**config.mk**
```make
export PLATFORM = sky130hd
export DESIGN_NAME = key_to_pointer_translator_flat
export DESIGN_NICKNAME = d
export VERILOG_FILES = /design/src/design/kpt_pkg.sv /design/src/design/kpt_in_if.sv /design/src/design/kpt_out_if.sv /design/src/design/kpt_cfg_if.sv /design/src/design/key_to_pointer_translator.sv /design/src/flat_wrapper.sv
export SDC_FILE = /design/constraint.sdc
export NUM_CORES = 1
export LEC_CHECK = 0
export ABC_CLOCK_PERIOD_IN_PS = 2950
export BUFFER_PORTS_ARGS = -buffer_cell sky130_fd_sc_hd__buf_2
export CORE_UTILIZATION = 48
export CTS_CLUSTER_DIAMETER = 60
export CTS_CLUSTER_SIZE = 30
export DETAILED_ROUTE_END_ITERATION = 6
export GPL_ROUTABILITY_DRIVEN = 0
export PLACE_DENSITY = 0.86
export SLEW_MARGIN = 40
export SYNTH_ARGS = -nofsm -noshare
export SYNTH_HDL_FRONTEND = slang
export SYNTH_SLANG_ARGS = --single-unit
```
**constraint.sdc**
```tcl
create_clock -name clk -period 2.95 [get_ports clk]
set_input_delay 0.295 -clock clk [delete_from_list [all_inputs] [get_ports clk]]
set_output_delay 0.295 -clock clk [all_outputs]
set_load 0.05 [all_outputs]
```
**src/design/kpt_pkg.sv**
```systemverilog
// ----------------------------------------------------------------------------
// Key-to-pointer translator package
// Field widths, event and axis codes, key numbers and speed constants.
// ----------------------------------------------------------------------------
package kpt_pkg;

  localparam int TYPE_W  = 5;
  localparam int CODE_W  = 10;
  localparam int KVAL_W  = 2;
  localparam int VALUE_W = 11;
  localparam int SPEED_CFG_W = 10;

  localparam int SPEED_MAX_DEF = 1023;
  localparam int SPEED_STEP    = 10;
  localparam int SPEED_RESET   = 10;

  typedef logic [TYPE_W-1:0]         type_t;
  typedef logic [CODE_W-1:0]         code_t;
  typedef logic [KVAL_W-1:0]         kval_t;
  typedef logic signed [VALUE_W-1:0] value_t;
  typedef logic [SPEED_CFG_W-1:0]    speed_cfg_t;

  localparam type_t EVT_SYNC = 5'd0;
  localparam type_t EVT_KEY  = 5'd1;
  localparam type_t EVT_REL  = 5'd2;

  localparam code_t AX_X      = 10'd0;
  localparam code_t AX_Y      = 10'd1;
  localparam code_t AX_WHEEL  = 10'd8;
  localparam code_t BUTTON_L  = 10'd272;
  localparam code_t BUTTON_R  = 10'd273;
  localparam code_t CODE_NONE = 10'd0;

  localparam code_t K_MOD   = 10'd92;
  localparam code_t K_F     = 10'd33;
  localparam code_t K_B     = 10'd48;
  localparam code_t K_N     = 10'd49;
  localparam code_t K_P     = 10'd25;
  localparam code_t K_I     = 10'd23;
  localparam code_t K_K     = 10'd37;
  localparam code_t K_SPACE = 10'd57;
  localparam code_t K_L     = 10'd38;
  localparam code_t K_U     = 10'd22;
  localparam code_t K_D     = 10'd32;

  localparam kval_t KV_RELEASE = 2'd0;
  localparam kval_t KV_PRESS   = 2'd1;
  localparam kval_t KV_REPEAT  = 2'd2;

  localparam value_t VAL_ZERO      = 11'sd0;
  localparam value_t VAL_ONE       = 11'sd1;
  localparam value_t VAL_MINUS_ONE = -11'sd1;

endpackage

```
**src/design/kpt_in_if.sv**
```systemverilog
// ----------------------------------------------------------------------------
// Key event channel
// Valid/ready channel carrying one keyboard event word.
// ----------------------------------------------------------------------------
interface kpt_in_if;
  logic          valid;
  logic          ready;
  kpt_pkg::type_t event_type;
  kpt_pkg::code_t key_code;
  kpt_pkg::kval_t key_value;

  modport source (output valid, output event_type, output key_code, output key_value,
                  input ready);
  modport sink   (input valid, input event_type, input key_code, input key_value,
                  output ready);
endinterface

```
**src/design/kpt_out_if.sv**
```systemverilog
// ----------------------------------------------------------------------------
// Pointer event channel
// Valid/ready channel carrying one pointer event word.
// ----------------------------------------------------------------------------
interface kpt_out_if;
  logic            valid;
  logic            ready;
  kpt_pkg::type_t  out_type;
  kpt_pkg::code_t  out_code;
  kpt_pkg::value_t out_value;
  logic            last;

  modport source (output valid, output out_type, output out_code, output out_value,
                  output last, input ready);
  modport sink   (input valid, input out_type, input out_code, input out_value,
                  input last, output ready);
endinterface

```
**src/design/kpt_cfg_if.sv**
```systemverilog
// ----------------------------------------------------------------------------
// Speed configuration channel
// Valid/ready write channel carrying the initial pointer speed.
// ----------------------------------------------------------------------------
interface kpt_cfg_if;
  logic                valid;
  logic                ready;
  kpt_pkg::speed_cfg_t initial_speed;

  modport source (output valid, output initial_speed, input ready);
  modport sink   (input valid, input initial_speed, output ready);
endinterface

```
**src/design/key_to_pointer_translator.sv**
```systemverilog
// ----------------------------------------------------------------------------
// Key-to-pointer translator
// Turns keyboard words into pointer motion, wheel and button words while the
// modifier key is held; each pointer word is followed by a sync word.
// ----------------------------------------------------------------------------
// A key word is taken into an input register, decoded combinationally against
// the modifier flag and pointer speed, and the resulting pair (pointer word,
// then sync word with last set) is held in a result register. The input
// register holds one further key word while a pair drains, and a new pair is
// loaded as the sync word of the last one is taken, so pairs follow without a gap.
// Key words that produce nothing pass at one per cycle while no pair drains.
// An accepted word goes through the input register, then the result register,
// before its first result word appears. Speed writes are always ready.
module key_to_pointer_translator #(
  parameter int SPEED_MAX = kpt_pkg::SPEED_MAX_DEF
) (
  input  logic clk,
  input  logic rst_n,
  kpt_in_if.sink    in_ch,
  kpt_out_if.source out_ch,
  kpt_cfg_if.sink   cfg_ch
);
  import kpt_pkg::*;

  localparam int SW = $clog2(SPEED_MAX + 1);
  localparam int CW = ((SW > VALUE_W) ? SW : VALUE_W) + 1;

  localparam logic [CW-1:0] MAX_W   = CW'(SPEED_MAX);
  localparam logic [CW-1:0] STEP_W  = CW'(SPEED_STEP);
  localparam logic [CW-1:0] RESET_W = CW'(SPEED_RESET);

  logic           in_v_r;
  type_t          in_type_r;
  code_t          in_code_r;
  kval_t          in_kval_r;

  logic           pair_v_r;
  logic           phase_r;
  type_t          ev_type_r,  ev_type_nxt;
  code_t          ev_code_r,  ev_code_nxt;
  value_t         ev_value_r, ev_value_nxt;

  logic           held_r,  held_nxt;
  logic [SW-1:0]  speed_r, speed_nxt;

  logic           out_fire, pair_free, proc, in_fire, cfg_fire, emit, moving;
  logic [CW-1:0]  speed_w, cfg_w, up_w, neg_w;

  assign out_fire  = out_ch.valid & out_ch.ready;
  assign pair_free = ~pair_v_r | (out_ch.ready & phase_r);
  assign proc      = in_v_r & pair_free;
  assign in_ch.ready = ~in_v_r | pair_free;
  assign in_fire   = in_ch.valid & in_ch.ready;
  assign cfg_ch.ready = 1'b1;
  assign cfg_fire  = cfg_ch.valid;

  assign speed_w = CW'(speed_r);
  assign cfg_w   = CW'(cfg_ch.initial_speed);
  assign up_w    = speed_w + STEP_W;
  assign neg_w   = '0 - speed_w;
  assign moving  = (in_kval_r == KV_PRESS) | (in_kval_r == KV_REPEAT);

  always_comb begin
    emit         = 1'b0;
    ev_type_nxt  = EVT_SYNC;
    ev_code_nxt  = CODE_NONE;
    ev_value_nxt = VAL_ZERO;
    held_nxt     = held_r;
    speed_nxt    = speed_r;
    if (cfg_fire) begin
      speed_nxt = (cfg_w > MAX_W) ? MAX_W[SW-1:0] : cfg_w[SW-1:0];
    end else if (proc && (in_type_r == EVT_KEY)) begin
      if (in_code_r == K_MOD) begin
        held_nxt = (in_kval_r != KV_RELEASE);
      end else if (held_r) begin
        case (in_code_r)
          K_F: begin
            emit = moving; ev_type_nxt = EVT_REL; ev_code_nxt = AX_X;
            ev_value_nxt = speed_w[VALUE_W-1:0];
          end
          K_B: begin
            emit = moving; ev_type_nxt = EVT_REL; ev_code_nxt = AX_X;
            ev_value_nxt = neg_w[VALUE_W-1:0];
          end
          K_N: begin
            emit = moving; ev_type_nxt = EVT_REL; ev_code_nxt = AX_Y;
            ev_value_nxt = speed_w[VALUE_W-1:0];
          end
          K_P: begin
            emit = moving; ev_type_nxt = EVT_REL; ev_code_nxt = AX_Y;
            ev_value_nxt = neg_w[VALUE_W-1:0];
          end
          K_I: begin
            emit = moving; ev_type_nxt = EVT_REL; ev_code_nxt = AX_WHEEL;
            ev_value_nxt = VAL_ONE;
          end
          K_K: begin
            emit = moving; ev_type_nxt = EVT_REL; ev_code_nxt = AX_WHEEL;
            ev_value_nxt = VAL_MINUS_ONE;
          end
          K_SPACE: begin
            emit = (in_kval_r == KV_PRESS) | (in_kval_r == KV_RELEASE);
            ev_type_nxt = EVT_KEY; ev_code_nxt = BUTTON_L;
            ev_value_nxt = (in_kval_r == KV_PRESS) ? VAL_ONE : VAL_ZERO;
          end
          K_L: begin
            emit = (in_kval_r == KV_PRESS) | (in_kval_r == KV_RELEASE);
            ev_type_nxt = EVT_KEY; ev_code_nxt = BUTTON_R;
            ev_value_nxt = (in_kval_r == KV_PRESS) ? VAL_ONE : VAL_ZERO;
          end
          K_U: begin
            if (in_kval_r == KV_RELEASE) begin
              speed_nxt = (up_w > MAX_W) ? MAX_W[SW-1:0] : up_w[SW-1:0];
            end
          end
          K_D: begin
            if ((in_kval_r == KV_RELEASE) && (speed_w > STEP_W)) begin
              speed_nxt = speed_r - STEP_W[SW-1:0];
            end
          end
          default: begin
          end
        endcase
      end
    end
  end

  always_ff @(posedge clk) begin
    if (!rst_n) begin
      in_v_r   <= 1'b0;
      pair_v_r <= 1'b0;
      phase_r  <= 1'b0;
      held_r   <= 1'b0;
      speed_r  <= RESET_W[SW-1:0];
    end else begin
      held_r  <= held_nxt;
      speed_r <= speed_nxt;
      if (in_fire) begin
        in_v_r <= 1'b1;
      end else if (proc) begin
        in_v_r <= 1'b0;
      end
      if (proc) begin
        pair_v_r <= emit;
        phase_r  <= 1'b0;
      end else if (out_fire) begin
        pair_v_r <= ~phase_r;
        phase_r  <= ~phase_r;
      end
    end
  end

  always_ff @(posedge clk) begin
    if (in_fire) begin
      in_type_r <= in_ch.event_type;
      in_code_r <= in_ch.key_code;
      in_kval_r <= in_ch.key_value;
    end
    if (proc && emit) begin
      ev_type_r  <= ev_type_nxt;
      ev_code_r  <= ev_code_nxt;
      ev_value_r <= ev_value_nxt;
    end
  end

  assign out_ch.valid     = pair_v_r;
  assign out_ch.last      = phase_r;
  assign out_ch.out_type  = phase_r ? EVT_SYNC  : ev_type_r;
  assign out_ch.out_code  = phase_r ? CODE_NONE : ev_code_r;
  assign out_ch.out_value = phase_r ? VAL_ZERO  : ev_value_r;

endmodule

```
**src/flat_wrapper.sv**
```systemverilog
// flat-port wrapper written by rule: the top's interface ports become plain ports
module key_to_pointer_translator_flat import kpt_pkg::*;
#(
  parameter int SPEED_MAX = kpt_pkg::SPEED_MAX_DEF
)
  (clk, rst_n, in_ch_valid, in_ch_event_type, in_ch_key_code, in_ch_key_value, in_ch_ready, out_ch_valid, out_ch_out_type, out_ch_out_code, out_ch_out_value, out_ch_last, out_ch_ready, cfg_ch_valid, cfg_ch_initial_speed, cfg_ch_ready);
  kpt_in_if in_ch_i ();
  kpt_out_if out_ch_i ();
  kpt_cfg_if cfg_ch_i ();
  input  logic clk;
  input  logic rst_n;
  input wire logic [$bits(in_ch_i.valid)-1:0] in_ch_valid;
  input wire logic [$bits(in_ch_i.event_type)-1:0] in_ch_event_type;
  input wire logic [$bits(in_ch_i.key_code)-1:0] in_ch_key_code;
  input wire logic [$bits(in_ch_i.key_value)-1:0] in_ch_key_value;
  output wire logic [$bits(in_ch_i.ready)-1:0] in_ch_ready;
  output wire logic [$bits(out_ch_i.valid)-1:0] out_ch_valid;
  output wire logic [$bits(out_ch_i.out_type)-1:0] out_ch_out_type;
  output wire logic [$bits(out_ch_i.out_code)-1:0] out_ch_out_code;
  output wire logic [$bits(out_ch_i.out_value)-1:0] out_ch_out_value;
  output wire logic [$bits(out_ch_i.last)-1:0] out_ch_last;
  input wire logic [$bits(out_ch_i.ready)-1:0] out_ch_ready;
  input wire logic [$bits(cfg_ch_i.valid)-1:0] cfg_ch_valid;
  input wire logic [$bits(cfg_ch_i.initial_speed)-1:0] cfg_ch_initial_speed;
  output wire logic [$bits(cfg_ch_i.ready)-1:0] cfg_ch_ready;
  assign in_ch_i.valid = in_ch_valid;
  assign in_ch_i.event_type = in_ch_event_type;
  assign in_ch_i.key_code = in_ch_key_code;
  assign in_ch_i.key_value = in_ch_key_value;
  assign in_ch_ready = in_ch_i.ready;
  assign out_ch_valid = out_ch_i.valid;
  assign out_ch_out_type = out_ch_i.out_type;
  assign out_ch_out_code = out_ch_i.out_code;
  assign out_ch_out_value = out_ch_i.out_value;
  assign out_ch_last = out_ch_i.last;
  assign out_ch_i.ready = out_ch_ready;
  assign cfg_ch_i.valid = cfg_ch_valid;
  assign cfg_ch_i.initial_speed = cfg_ch_initial_speed;
  assign cfg_ch_ready = cfg_ch_i.ready;
  key_to_pointer_translator #(.SPEED_MAX(SPEED_MAX)) u_core (.clk(clk), .rst_n(rst_n), .in_ch(in_ch_i), .out_ch(out_ch_i), .cfg_ch(cfg_ch_i));
endmodule
```
==> impl_metrics.tcl, run 1 <==
set metrics [dict create \
    ioPinCount 62 \
    min_period_ns 2.639 \
    coreArea_sq_um 5956 \
    cts_tree "yes" \
    grt_pass1_vias 2329 \
    setup_viol 0 \
    max_freq_mhz 378.9 \
    ys_seq_area_share_pct 42.40 \
    final_util_pct 56.20 \
    dieArea_sq_um 6566 \
    finalCritPeriodShare_pct 89.45 \
    cts-root-buf "clkbuf_8" \
    numPortBuffers 51 \
    die_x_um 81.03 \
    yosysWarnings 0 \
    synth_cell_types 59 \
    final_max_slew_viol_count 0 \
    yosysTopAreaCell "edfxtp_1" \
    cp-start-kind "flop" \
    nets 412 \
    clk_path_buf_depth 2 \
    numCtsBuffers 5 \
    stdcell_count 450 \
    synth_top_area_share_pct 33.06 \
    crit_fanout 16 \
    synth_area_leaders "edfxtp_1, dfxtp_1, a21oi_1" \
    place_ws_ns 0.3185 \
    cp.required_ns 2.95 \
    synth_most_common_cell "edfxtp_1" \
    fin_tns_setup_ns 0 \
    total_power_uw 1333 \
    synth_cells 334 \
    hold_viol_final 0 \
    rsz0062_at_grt "false" \
    dp_cells 443 \
    ant_nets 0 \
    initial_core_util_pct 50.34 \
    yosys-top-cells-count "edfxtp_1, a21oi_1, nor2_1" \
    synthFlopType "edfxtp_1" \
    drc_errors 0 \
    diodes 0 \
    overflow 0 \
    p_per_area_nw_per_um2 398.3 \
    nFillCells 524 \
    ir_drop_v 0.0003613 \
    htreeDepth 2 \
    grt_max_degree 21 \
    switching_share_pct 27.71 \
    cts_resized 0 \
    power_switching_uw 369.4 \
    postCtsSetupRepairBufs 0 \
    cts.sinks 47 \
    syn_area_sq_um 2998 \
    die_y_um 81.03 \
    finalWorstSetupSlack_ns 0.3111 \
    grt_usage_pct 20.67 \
    seqPwrFrac_pct 57.9 \
    p_leak_uw 0.001137 \
    avgSynthCellArea_sq_um 8.976 \
    rows 28 \
    pwr-share-comb_pct 13.8 \
    slew_headroom_pct 54.74 \
    hpwl_mm 4.948 \
    status "finished, final reports clean" \
    worstSetupPathType "reg2reg" \
    viasPerCell 5.907 \
    finalWirelength_mm 6.641 \
    async_reset_ff_share_pct 0 \
    cp_data_arrival_time_ns 2.64 \
    hold_class "in2reg" \
    drtPass1Iterations 5 \
    area_delta_synth_final_pct 11.64 \
    grt_pass1_wl_mm 10.36 \
    postCtsHoldBufs 0 \
    maxCapViolations 0 \
    route.vias.total 2658 \
    drtIter0Drc 264 \
    finalClockSkew_ns 0.01930 \
    wl_per_cell_um 14.76 \
    cts.clk_slew.worst_paths_ns 0.08 \
    antenna_found_initial 0 \
    synth_edf_count 33 \
    clock_latency_ns 0.31 \
    crit_path_end_kind "flop" \
    synth-seq-cells 47 \
    clock_power_share_pct 28.3 \
    drive_gt1_share_pct 22.13 \
    p_int_uw 963.7 \
    worst_pin_slew_ns 0.6789 \
]
## cell families after synthesis
| kind of cell | share of synthesized area, % |
|---|---|
| fa+ha+maj | 2.087 |
| xor+xnor | 1.169 |
| simple gates | 26.34 |
| compound gates | 19.74 |
| other cells | 0.2505 |
| flops | 42.40 |
| buf+inv | 7.345 |
| mux | 0.6678 |
## worst max-delay path, cell delays in order, from the launching register on
cell and delay, ns:
edfxtp_1 0.43, or4_4 0.58, or2_2 0.34, o31a_1 0.33
a21o_1 0.29, nor2_2 0.14, buf_4 0.23
## power by group through the flow
stage | Combinational [uW] | Sequential [uW] | Clock, uW
finish | 184 | 771 | 378
global route | 199 | 776 | 405
CTS | 181 | 770 | 385
detailed placement | 180 | 785 | 0
global placement | 176 | 783 | 0
floorplan | 159 | 760 | 0
## sequential cells by signal, indices dropped and copies added (netlist names)
register / cells
u_core.in_kval_r: 2
u_core.ev_code_r: 3
u_core.in_type_r: 5
u_core.in_code_r: 10
u_core.out_ch.valid: 1
u_core.held_r: 1
u_core.in_v_r: 1
u_core.out_ch.last: 1
u_core.ev_value_r: 11
u_core.ev_type_r: 2
u_core.speed_r: 10
## per-stage QoR
step	hold slack (ns)	instance area, sq um
final	0.1651	3347
after global placement	0.4713	3264
after CTS	0.1548	3347
after floorplan	0.3939	3030
after detailed placement	0.4731	3264
after global routing	0.1519	3347
## layout by cell type, fill, tap and decap left out, types with 3 or more instances in the layout
| master | count |
|---|---|
| nand3_1 | 11 |
| buf_4 | 8 |
| a31oi_1 | 8 |
| inv_1 | 12 |
| nand2b_1 | 7 |
| edfxtp_1 | 33 |
| nand2_1 | 16 |
| nand4_1 | 5 |
| a21oi_1 | 32 |
| nor4_1 | 3 |
| o31ai_1 | 4 |
| or3_1 | 8 |
| dfxtp_1 | 14 |
| nor3_1 | 9 |
| o21ai_0 | 21 |
| ha_1 | 5 |
| nor3b_1 | 5 |
| conb_1 | 10 |
| nor2b_1 | 21 |
| nor2_1 | 25 |
| or2_2 | 4 |
| and3_1 | 3 |
| clkbuf_8 | 5 |
| nand4b_1 | 3 |
| a311oi_1 | 4 |
| buf_2 | 51 |
## routing by layer
metal / track usage, % / routed length (um) / vias to the layer above
li1: - / - / 1295
met1: 25.69 / 2769 / 1232
met2: 34.71 / 3274 / 114
met3: 3.146 / 394 / 17
met4: 10.54 / 202 / 0
met5: 0 / 0 / -
## cell type report
| class | instances | area (sq um) | area share [%] |
|---|---|---|---|
| clock inverter | 2 | 13.76 | 0.4112 |
| timing repair buffer | 59 | 315.3 | 9.421 |
| tap | 75 | 93.84 | 2.804 |
| clock buffer | 5 | 68.82 | 2.056 |
| inverter | 12 | 45.04 | 1.346 |
| multi-input combinational | 250 | 1539 | 45.98 |
| sequential | 47 | 1271 | 37.98 |
## path summary, 6_finish.rpt
path	slack, ns	end	start	cells after the start
min reg2reg	0.56	u_core.in_v_r	u_core.in_v_r	2
min	0.17	u_core.in_code_r[5]	in_ch_key_code[5]	1
max reg2reg	0.31	u_core.ev_value_r[10]	u_core.in_code_r[7]	6
max	0.31	u_core.ev_value_r[10]	u_core.in_code_r[7]	6
Power figures use the tool's default switching activity.
==> run 2, diff against run 1 <==
--- a/config.mk
+++ b/config.mk
@@ -5,6 +5,7 @@
 export SDC_FILE = /design/constraint.sdc
 export NUM_CORES = 1
 export LEC_CHECK = 0
+export ABC_AREA = 1
 export ABC_CLOCK_PERIOD_IN_PS = 2950
 export BUFFER_PORTS_ARGS = -buffer_cell sky130_fd_sc_hd__buf_2
 export CORE_UTILIZATION = 48
@@ -12,7 +13,9 @@
 export CTS_CLUSTER_SIZE = 30
 export DETAILED_ROUTE_END_ITERATION = 6
 export GPL_ROUTABILITY_DRIVEN = 0
+export HOLD_SLACK_MARGIN = 0.15
 export PLACE_DENSITY = 0.86
+export SKIP_LAST_GASP = 1
 export SLEW_MARGIN = 40
 export SYNTH_ARGS = -nofsm -noshare
 export SYNTH_HDL_FRONTEND = slang
==> run 2 against run 1 <==
Net effect:
- via count rose by 6.2%
- worst hold slack got worse by 0.0048 ns
- total power rose by 5.0%
- first-iteration DRC count fell by 28%
- non-clock buffer count rose by 3
- synthesized cell count rose by 29%
- critical endpoint is now u_core.ev_value_r[3]
==> impl_metrics.tcl, run 2 <==
set metrics [dict create \
    r2r_cells 9 \
    drtPass1Iterations 5 \
    critPathMaxStageDelay_ns 0.43 \
    postCtsSetupRepairBufs 0 \
    ir_drop_v 0.0003654 \
    cts_tree "yes" \
    worst_pin_slew_ns 0.6401 \
    drive_gt1_share_pct 20.25 \
    synth_edf_count 33 \
    antenna_found_initial 0 \
    cp-start-kind "flop" \
    clock_power_share_pct 29.1 \
    grt_pass1_vias 2510 \
    numPortBuffers 51 \
    p_int_uw 984.4 \
    die_y_um 82.66 \
    finalClockSkew_ns 0.01289 \
    min_period_ns 2.359 \
    die_x_um 82.66 \
    clock_latency_ns 0.31 \
    rows 29 \
    fin_tns_setup_ns 0 \
    register_area_sq_um 1271 \
    mostFrequentLayoutCells "nand2_1, inv_1, buf_2, nor2_1, nand3_1" \
    cts-root-buf "clkbuf_8" \
    avgSynthCellArea_sq_um 7.246 \
    final_util_pct 56.48 \
    cp.required_ns 2.89 \
    p_leak_uw 0.001751 \
    synth_cell_types 34 \
    cts_resized 0 \
    nFillCells 601 \
    synth_cells 431 \
    overflow 0 \
    syn_area_sq_um 3123 \
    cpMaxStageDelayCell "edfxtp_1" \
    async_reset_ff_share_pct 0 \
    min_delay_path_depth 1 \
    p_per_area_nw_per_um2 392.7 \
    max_freq_mhz 423.9 \
    pwr-share-comb_pct 16.2 \
    wl_per_cell_um 11.23 \
    yosysWarnings 0 \
    diodes 0 \
    path_cells "nor2_2, nand2_1, nor2_1, nand2_1, nand3_1, nand2_1, nand3_2, nand2_1, inv_1" \
    nets 525 \
    cts.sinks 47 \
    area_delta_synth_final_pct 14.18 \
    hold_viol_final 0 \
    yosysTopAreaCell "edfxtp_1" \
    postCtsHoldBufs 3 \
    drc_errors 0 \
    initial_core_util_pct 49.46 \
    finalWirelength_mm 6.355 \
    final_max_slew_viol_count 0 \
    multi_input_area_sq_um 1465 \
    finalCritPeriodShare_pct 79.97 \
    stdcell_count 566 \
    dieArea_sq_um 6833 \
    clk_path_buf_depth 2 \
    rsz0062_at_grt "false" \
    ys_seq_area_share_pct 40.71 \
    hold_ws_ns 0.1602 \
    grt_pass1_wl_mm 10.71 \
    cts.clk_slew.worst_paths_ns 0.09 \
    maxCapViolations 0 \
    synth-seq-cells 47 \
    hpwl_mm 4.780 \
    ant_nets 0 \
    synth_most_common_cell "nand2_1" \
    setup_viol 0 \
    ioPinCount 62 \
    yosys-top-cells-count "nand2_1, inv_1, nor2_1" \
    synthFlopType "edfxtp_1" \
    top_regs "u_core.ev_value_r x11, u_core.in_code_r x10, u_core.speed_r x10" \
    crit_path_end_kind "flop" \
    dp_cells 548 \
    layout.cells.most_common "nand2_1" \
    largest-register "u_core.ev_value_r" \
    grt_max_degree 19 \
    place_ws_ns 0.5787 \
    grt_usage_pct 20.56 \
    synth_area_leaders "edfxtp_1, nand2_1, dfxtp_1" \
    route.vias.total 2824 \
    seqPwrFrac_pct 54.7 \
    worstSetupPathType "reg2reg" \
    status "finished, final reports clean" \
    switching_share_pct 29.70 \
    hold_class "in2reg" \
    drtIter0Drc 190 \
    viasPerCell 4.989 \
    cp_data_arrival_time_ns 2.30 \
    synth_top_area_share_pct 31.73 \
    power_switching_uw 415.8 \
    cpMostUsedCell "nand2_1" \
    slew_headroom_pct 57.28 \
    finalWorstSetupSlack_ns 0.5907 \
    largest_reg_flops 11 \
    coreArea_sq_um 6314 \
    htreeDepth 2 \
    crit_fanout 16 \
    numCtsBuffers 5 \
]
[run 2: power groups by stage]
stage / Clock (uW) / Combinational [uW] / Sequential, uW
2_1_floorplan: 0 / 180 / 765
3_3_place_gp: 0 / 204 / 778
3_5_place_dp: 0 / 210 / 780
4_1_cts: 415 / 216 / 765
5_1_grt: 442 / 257 / 770
6_report: 407 / 227 / 766
[run 2: cell type report]
cell class / instances / share of cell area (%)
Inverter: 73 / 7.684
Tap cell: 77 / 2.702
Multi-Input combinational cell: 299 / 41.09
Clock inverter: 3 / 0.7719
Timing Repair Buffer: 62 / 10.18
Clock buffer: 5 / 1.930
Sequential cell: 47 / 35.65
[run 2: kinds of logic after synthesis]
kind of cell / after synthesis / synth area share [%]
adders and majority gates: 5 / 2.003
AOI/OAI and AO/OA: 52 / 9.615
other: 2 / 0.2405
xor gates and xnor gates: 5 / 1.402
and+or+nand+nor: 227 / 32.69
buffers and inverters: 93 / 13.34
DFF: 47 / 40.71
[run 2: through the flow]
| step | area (sq um) | total power [uW] |
|---|---|---|
| global route | 3566 | 1469 |
| CTS | 3496 | 1397 |
| detailed placement | 3369 | 990.0 |
| floorplan | 3153 | 944.4 |
| global placement | 3369 | 981.8 |
| finish | 3566 | 1400 |
[run 2: worst paths after layout]
path | from | end | slack [ns]
max reg2reg | u_core.in_code_r[6] | u_core.ev_value_r[3] | 0.59
max | u_core.in_code_r[6] | u_core.ev_value_r[3] | 0.59
min | in_ch_key_code[5] | u_core.in_code_r[5] | 0.16
min reg2reg | u_core.speed_r[2] | u_core.speed_r[2] | 0.55
[run 2: worst max-delay path: cells and delay by family, from the launching register on]
family / cells / cell delay, ns
simple gates: 8 / 1.16
flops: 1 / 0.43
buf+inv: 1 / 0.40
[run 2: per-layer routing]
layer,track usage (%),part of all wire (%)
met5,0,0
met4,7.931,2.1
met3,3.846,7.6
met2,33.69,45
met1,26.81,45
==> run 3, diff against run 2 <==
--- a/config.mk
+++ b/config.mk
@@ -6,7 +6,7 @@
 export NUM_CORES = 1
 export LEC_CHECK = 0
 export ABC_AREA = 1
-export ABC_CLOCK_PERIOD_IN_PS = 2950
+export ABC_CLOCK_PERIOD_IN_PS = 2400
 export BUFFER_PORTS_ARGS = -buffer_cell sky130_fd_sc_hd__buf_2
 export CORE_UTILIZATION = 48
 export CTS_CLUSTER_DIAMETER = 60
@@ -14,7 +14,7 @@
 export DETAILED_ROUTE_END_ITERATION = 6
 export GPL_ROUTABILITY_DRIVEN = 0
 export HOLD_SLACK_MARGIN = 0.15
-export PLACE_DENSITY = 0.86
+export PLACE_DENSITY = 0.83
 export SKIP_LAST_GASP = 1
 export SLEW_MARGIN = 40
 export SYNTH_ARGS = -nofsm -noshare
==> constraint.sdc (replaced) <==
create_clock -name clk -period 2.4 [get_ports clk]
set_input_delay 0.24 -clock clk [delete_from_list [all_inputs] [get_ports clk]]
set_output_delay 0.24 -clock clk [all_outputs]
set_load 0.05 [all_outputs]
==> run 3 against run 2 <==
Net effect:
- sequential cell count did not move
- clock skew rose by 0.0030 ns
- clock power rose by 46%
- core utilization rose by 1.7 points
- highest routed layer unchanged
==> impl_metrics.tcl, run 3 (synthesized netlist as in run 2, its figures left out) <==
set metrics [dict create \
    clock_latency_ns 0.31 \
    hold_viol_final 0 \
    cp_data_arrival_time_ns 2.10 \
    design_area_sq_um 3674 \
    drtPass1Iterations 4 \
    placed_cell_area_sq_um 3385 \
    rsz0062_at_grt "false" \
    ant_nets 0 \
    hp-start "rst_n" \
    clk_path_buf_depth 2 \
    route.vias.total 2822 \
    cts_tree "yes" \
    setup_viol 0 \
    drive_gt1_share_pct 20.48 \
    hpwl_mm 4.756 \
    p_per_area_nw_per_um2 496.8 \
    area_delta_synth_final_pct 17.63 \
    finalCritPeriodShare_pct 88.14 \
    slew_headroom_pct 59.12 \
    htreeDepth 2 \
    diodes 0 \
    cts.sinks 47 \
    largest_reg_flops 11 \
    p_int_uw 1316 \
    worst_pin_slew_ns 0.6125 \
    drtIter0Drc 204 \
    finalWirelength_mm 6.615 \
    switching_share_pct 27.88 \
    min_period_ns 2.115 \
    coreArea_sq_um 6314 \
    hold_class "in2reg" \
    layout.cells.most_common "nand2_1" \
    die_x_um 82.66 \
    p_leak_uw 0.001788 \
    numCtsBuffers 5 \
    rr_startpoint "u_core.in_code_r[4]" \
    max_freq_mhz 472.7 \
    worstSetupPathType "reg2reg" \
    power_switching_uw 508.8 \
    maxCapViolations 0 \
    initial_core_util_pct 49.46 \
    postCtsSetupRepairBufs 0 \
    grt_usage_pct 21.65 \
    wl_per_cell_um 11.50 \
    crit_fanout 16 \
    overflow 0 \
    cts.clk_slew.worst_paths_ns 0.10 \
    cts-root-buf "clkbuf_8" \
    finalClockSkew_ns 0.01586 \
    grt_max_degree 19 \
    numPortBuffers 51 \
    final_max_slew_viol_count 0 \
    crit_start "u_core.in_code_r[4]" \
    ioPinCount 62 \
    cp.required_ns 2.38 \
    seqPwrFrac_pct 51.6 \
    viasPerCell 4.908 \
    dieArea_sq_um 6833 \
    nets 534 \
    rows 29 \
    status "finished, final reports clean" \
    cp-start-kind "flop" \
    largest-register "u_core.ev_value_r" \
    drc_errors 0 \
    mostFrequentLayoutCells "nand2_1, inv_1, buf_2, nor2_1, nand3_1" \
    crit_path_end_kind "flop" \
    grt_pass1_wl_mm 11.33 \
    ir_drop_v 0.0004056 \
    pwr-share-comb_pct 15.9 \
    fin_tns_setup_ns 0 \
    antenna_found_initial 0 \
    die_y_um 82.66 \
    top_regs "u_core.ev_value_r x11, u_core.in_code_r x10, u_core.speed_r x10" \
    grt_pass1_vias 2637 \
    clock_power_share_pct 32.6 \
]
run 3: changes by cell type in the layout (fill, tap and decap cells not counted):
cell	previous run	this run
dlygate4sd3_1	10	17
buf_4	1	3
bufinv_16	0	1
clkinvlp_4	1	2
inv_1	57	56
inv_8	1	0
run 3: area by class of cell:
cell class / instances / area, sq um
Clock buffer: 5 / 68.82
Tap cell: 77 / 96.34
Timing Repair Buffer: 71 / 447.9
Clock inverter: 3 / 46.29
Inverter: 73 / 277.8
Multi-Input combinational cell: 299 / 1465
Fill cell: 585 / 2640
Sequential cell: 47 / 1271
run 3: stage by stage:
stage	hold WS (ns)	util [%]	worst slack, ns	cells	power (uW)
2_1_floorplan	0.3241	-	0.1375	439	1161
3_3_place_gp	0.4161	53.61	0.3288	550	1209
3_5_place_dp	0.4181	53.61	0.1860	550	1218
4_1_cts	0.1973	58.13	0.1534	575	1823
5_1_grt	0.2151	58.18	0.07369	575	1914
6_report	0.2129	58.18	0.2847	575	1825
run 3: power by group through the flow:
stage | sequential [uW] | combinational (uW) | clock [uW]
final | 941 | 289 | 594
after global routing | 947 | 328 | 639
after CTS | 940 | 284 | 599
after detailed placement | 958 | 260 | 0
after global placement | 956 | 252 | 0
after floorplan | 940 | 221 | 0
run 3: worst max-delay path: stages (launching register included):
cell	delay [ns]
edfxtp_1	0.44
inv_2	0.06
nor2_1	0.17
nand2_1	0.10
nor2_1	0.17
nand2_1	0.13
nand3_1	0.14
nand2_1	0.10
nand3_2	0.10
nand2_1	0.11
clkinvlp_4	0.26
run 3: path summary, 6_finish.rpt:
path                           to  slack (ns)  depth (start not counted)
max reg2reg  u_core.ev_value_r[9]        0.28                         10
min reg2reg     u_core.speed_r[2]        0.56                          2
min             u_core.speed_r[3]        0.21                          2
max          u_core.ev_value_r[9]        0.28                         10
run 3: timing repair:
action                                  4_1_cts  5_1_grt
hold buffers                                 17        0
endpoints found under the setup margin        0       16
hold endpoints to repair                     17        0
gates resized for setup                       0        1
run 3: routing by layer:
metal | global-route usage [%] | wire (um)
met1 | 27.37 | 3083
met4 | 7.414 | 106
met3 | 3.187 | 402
met2 | 37.54 | 3022
met5 | 0 | 0
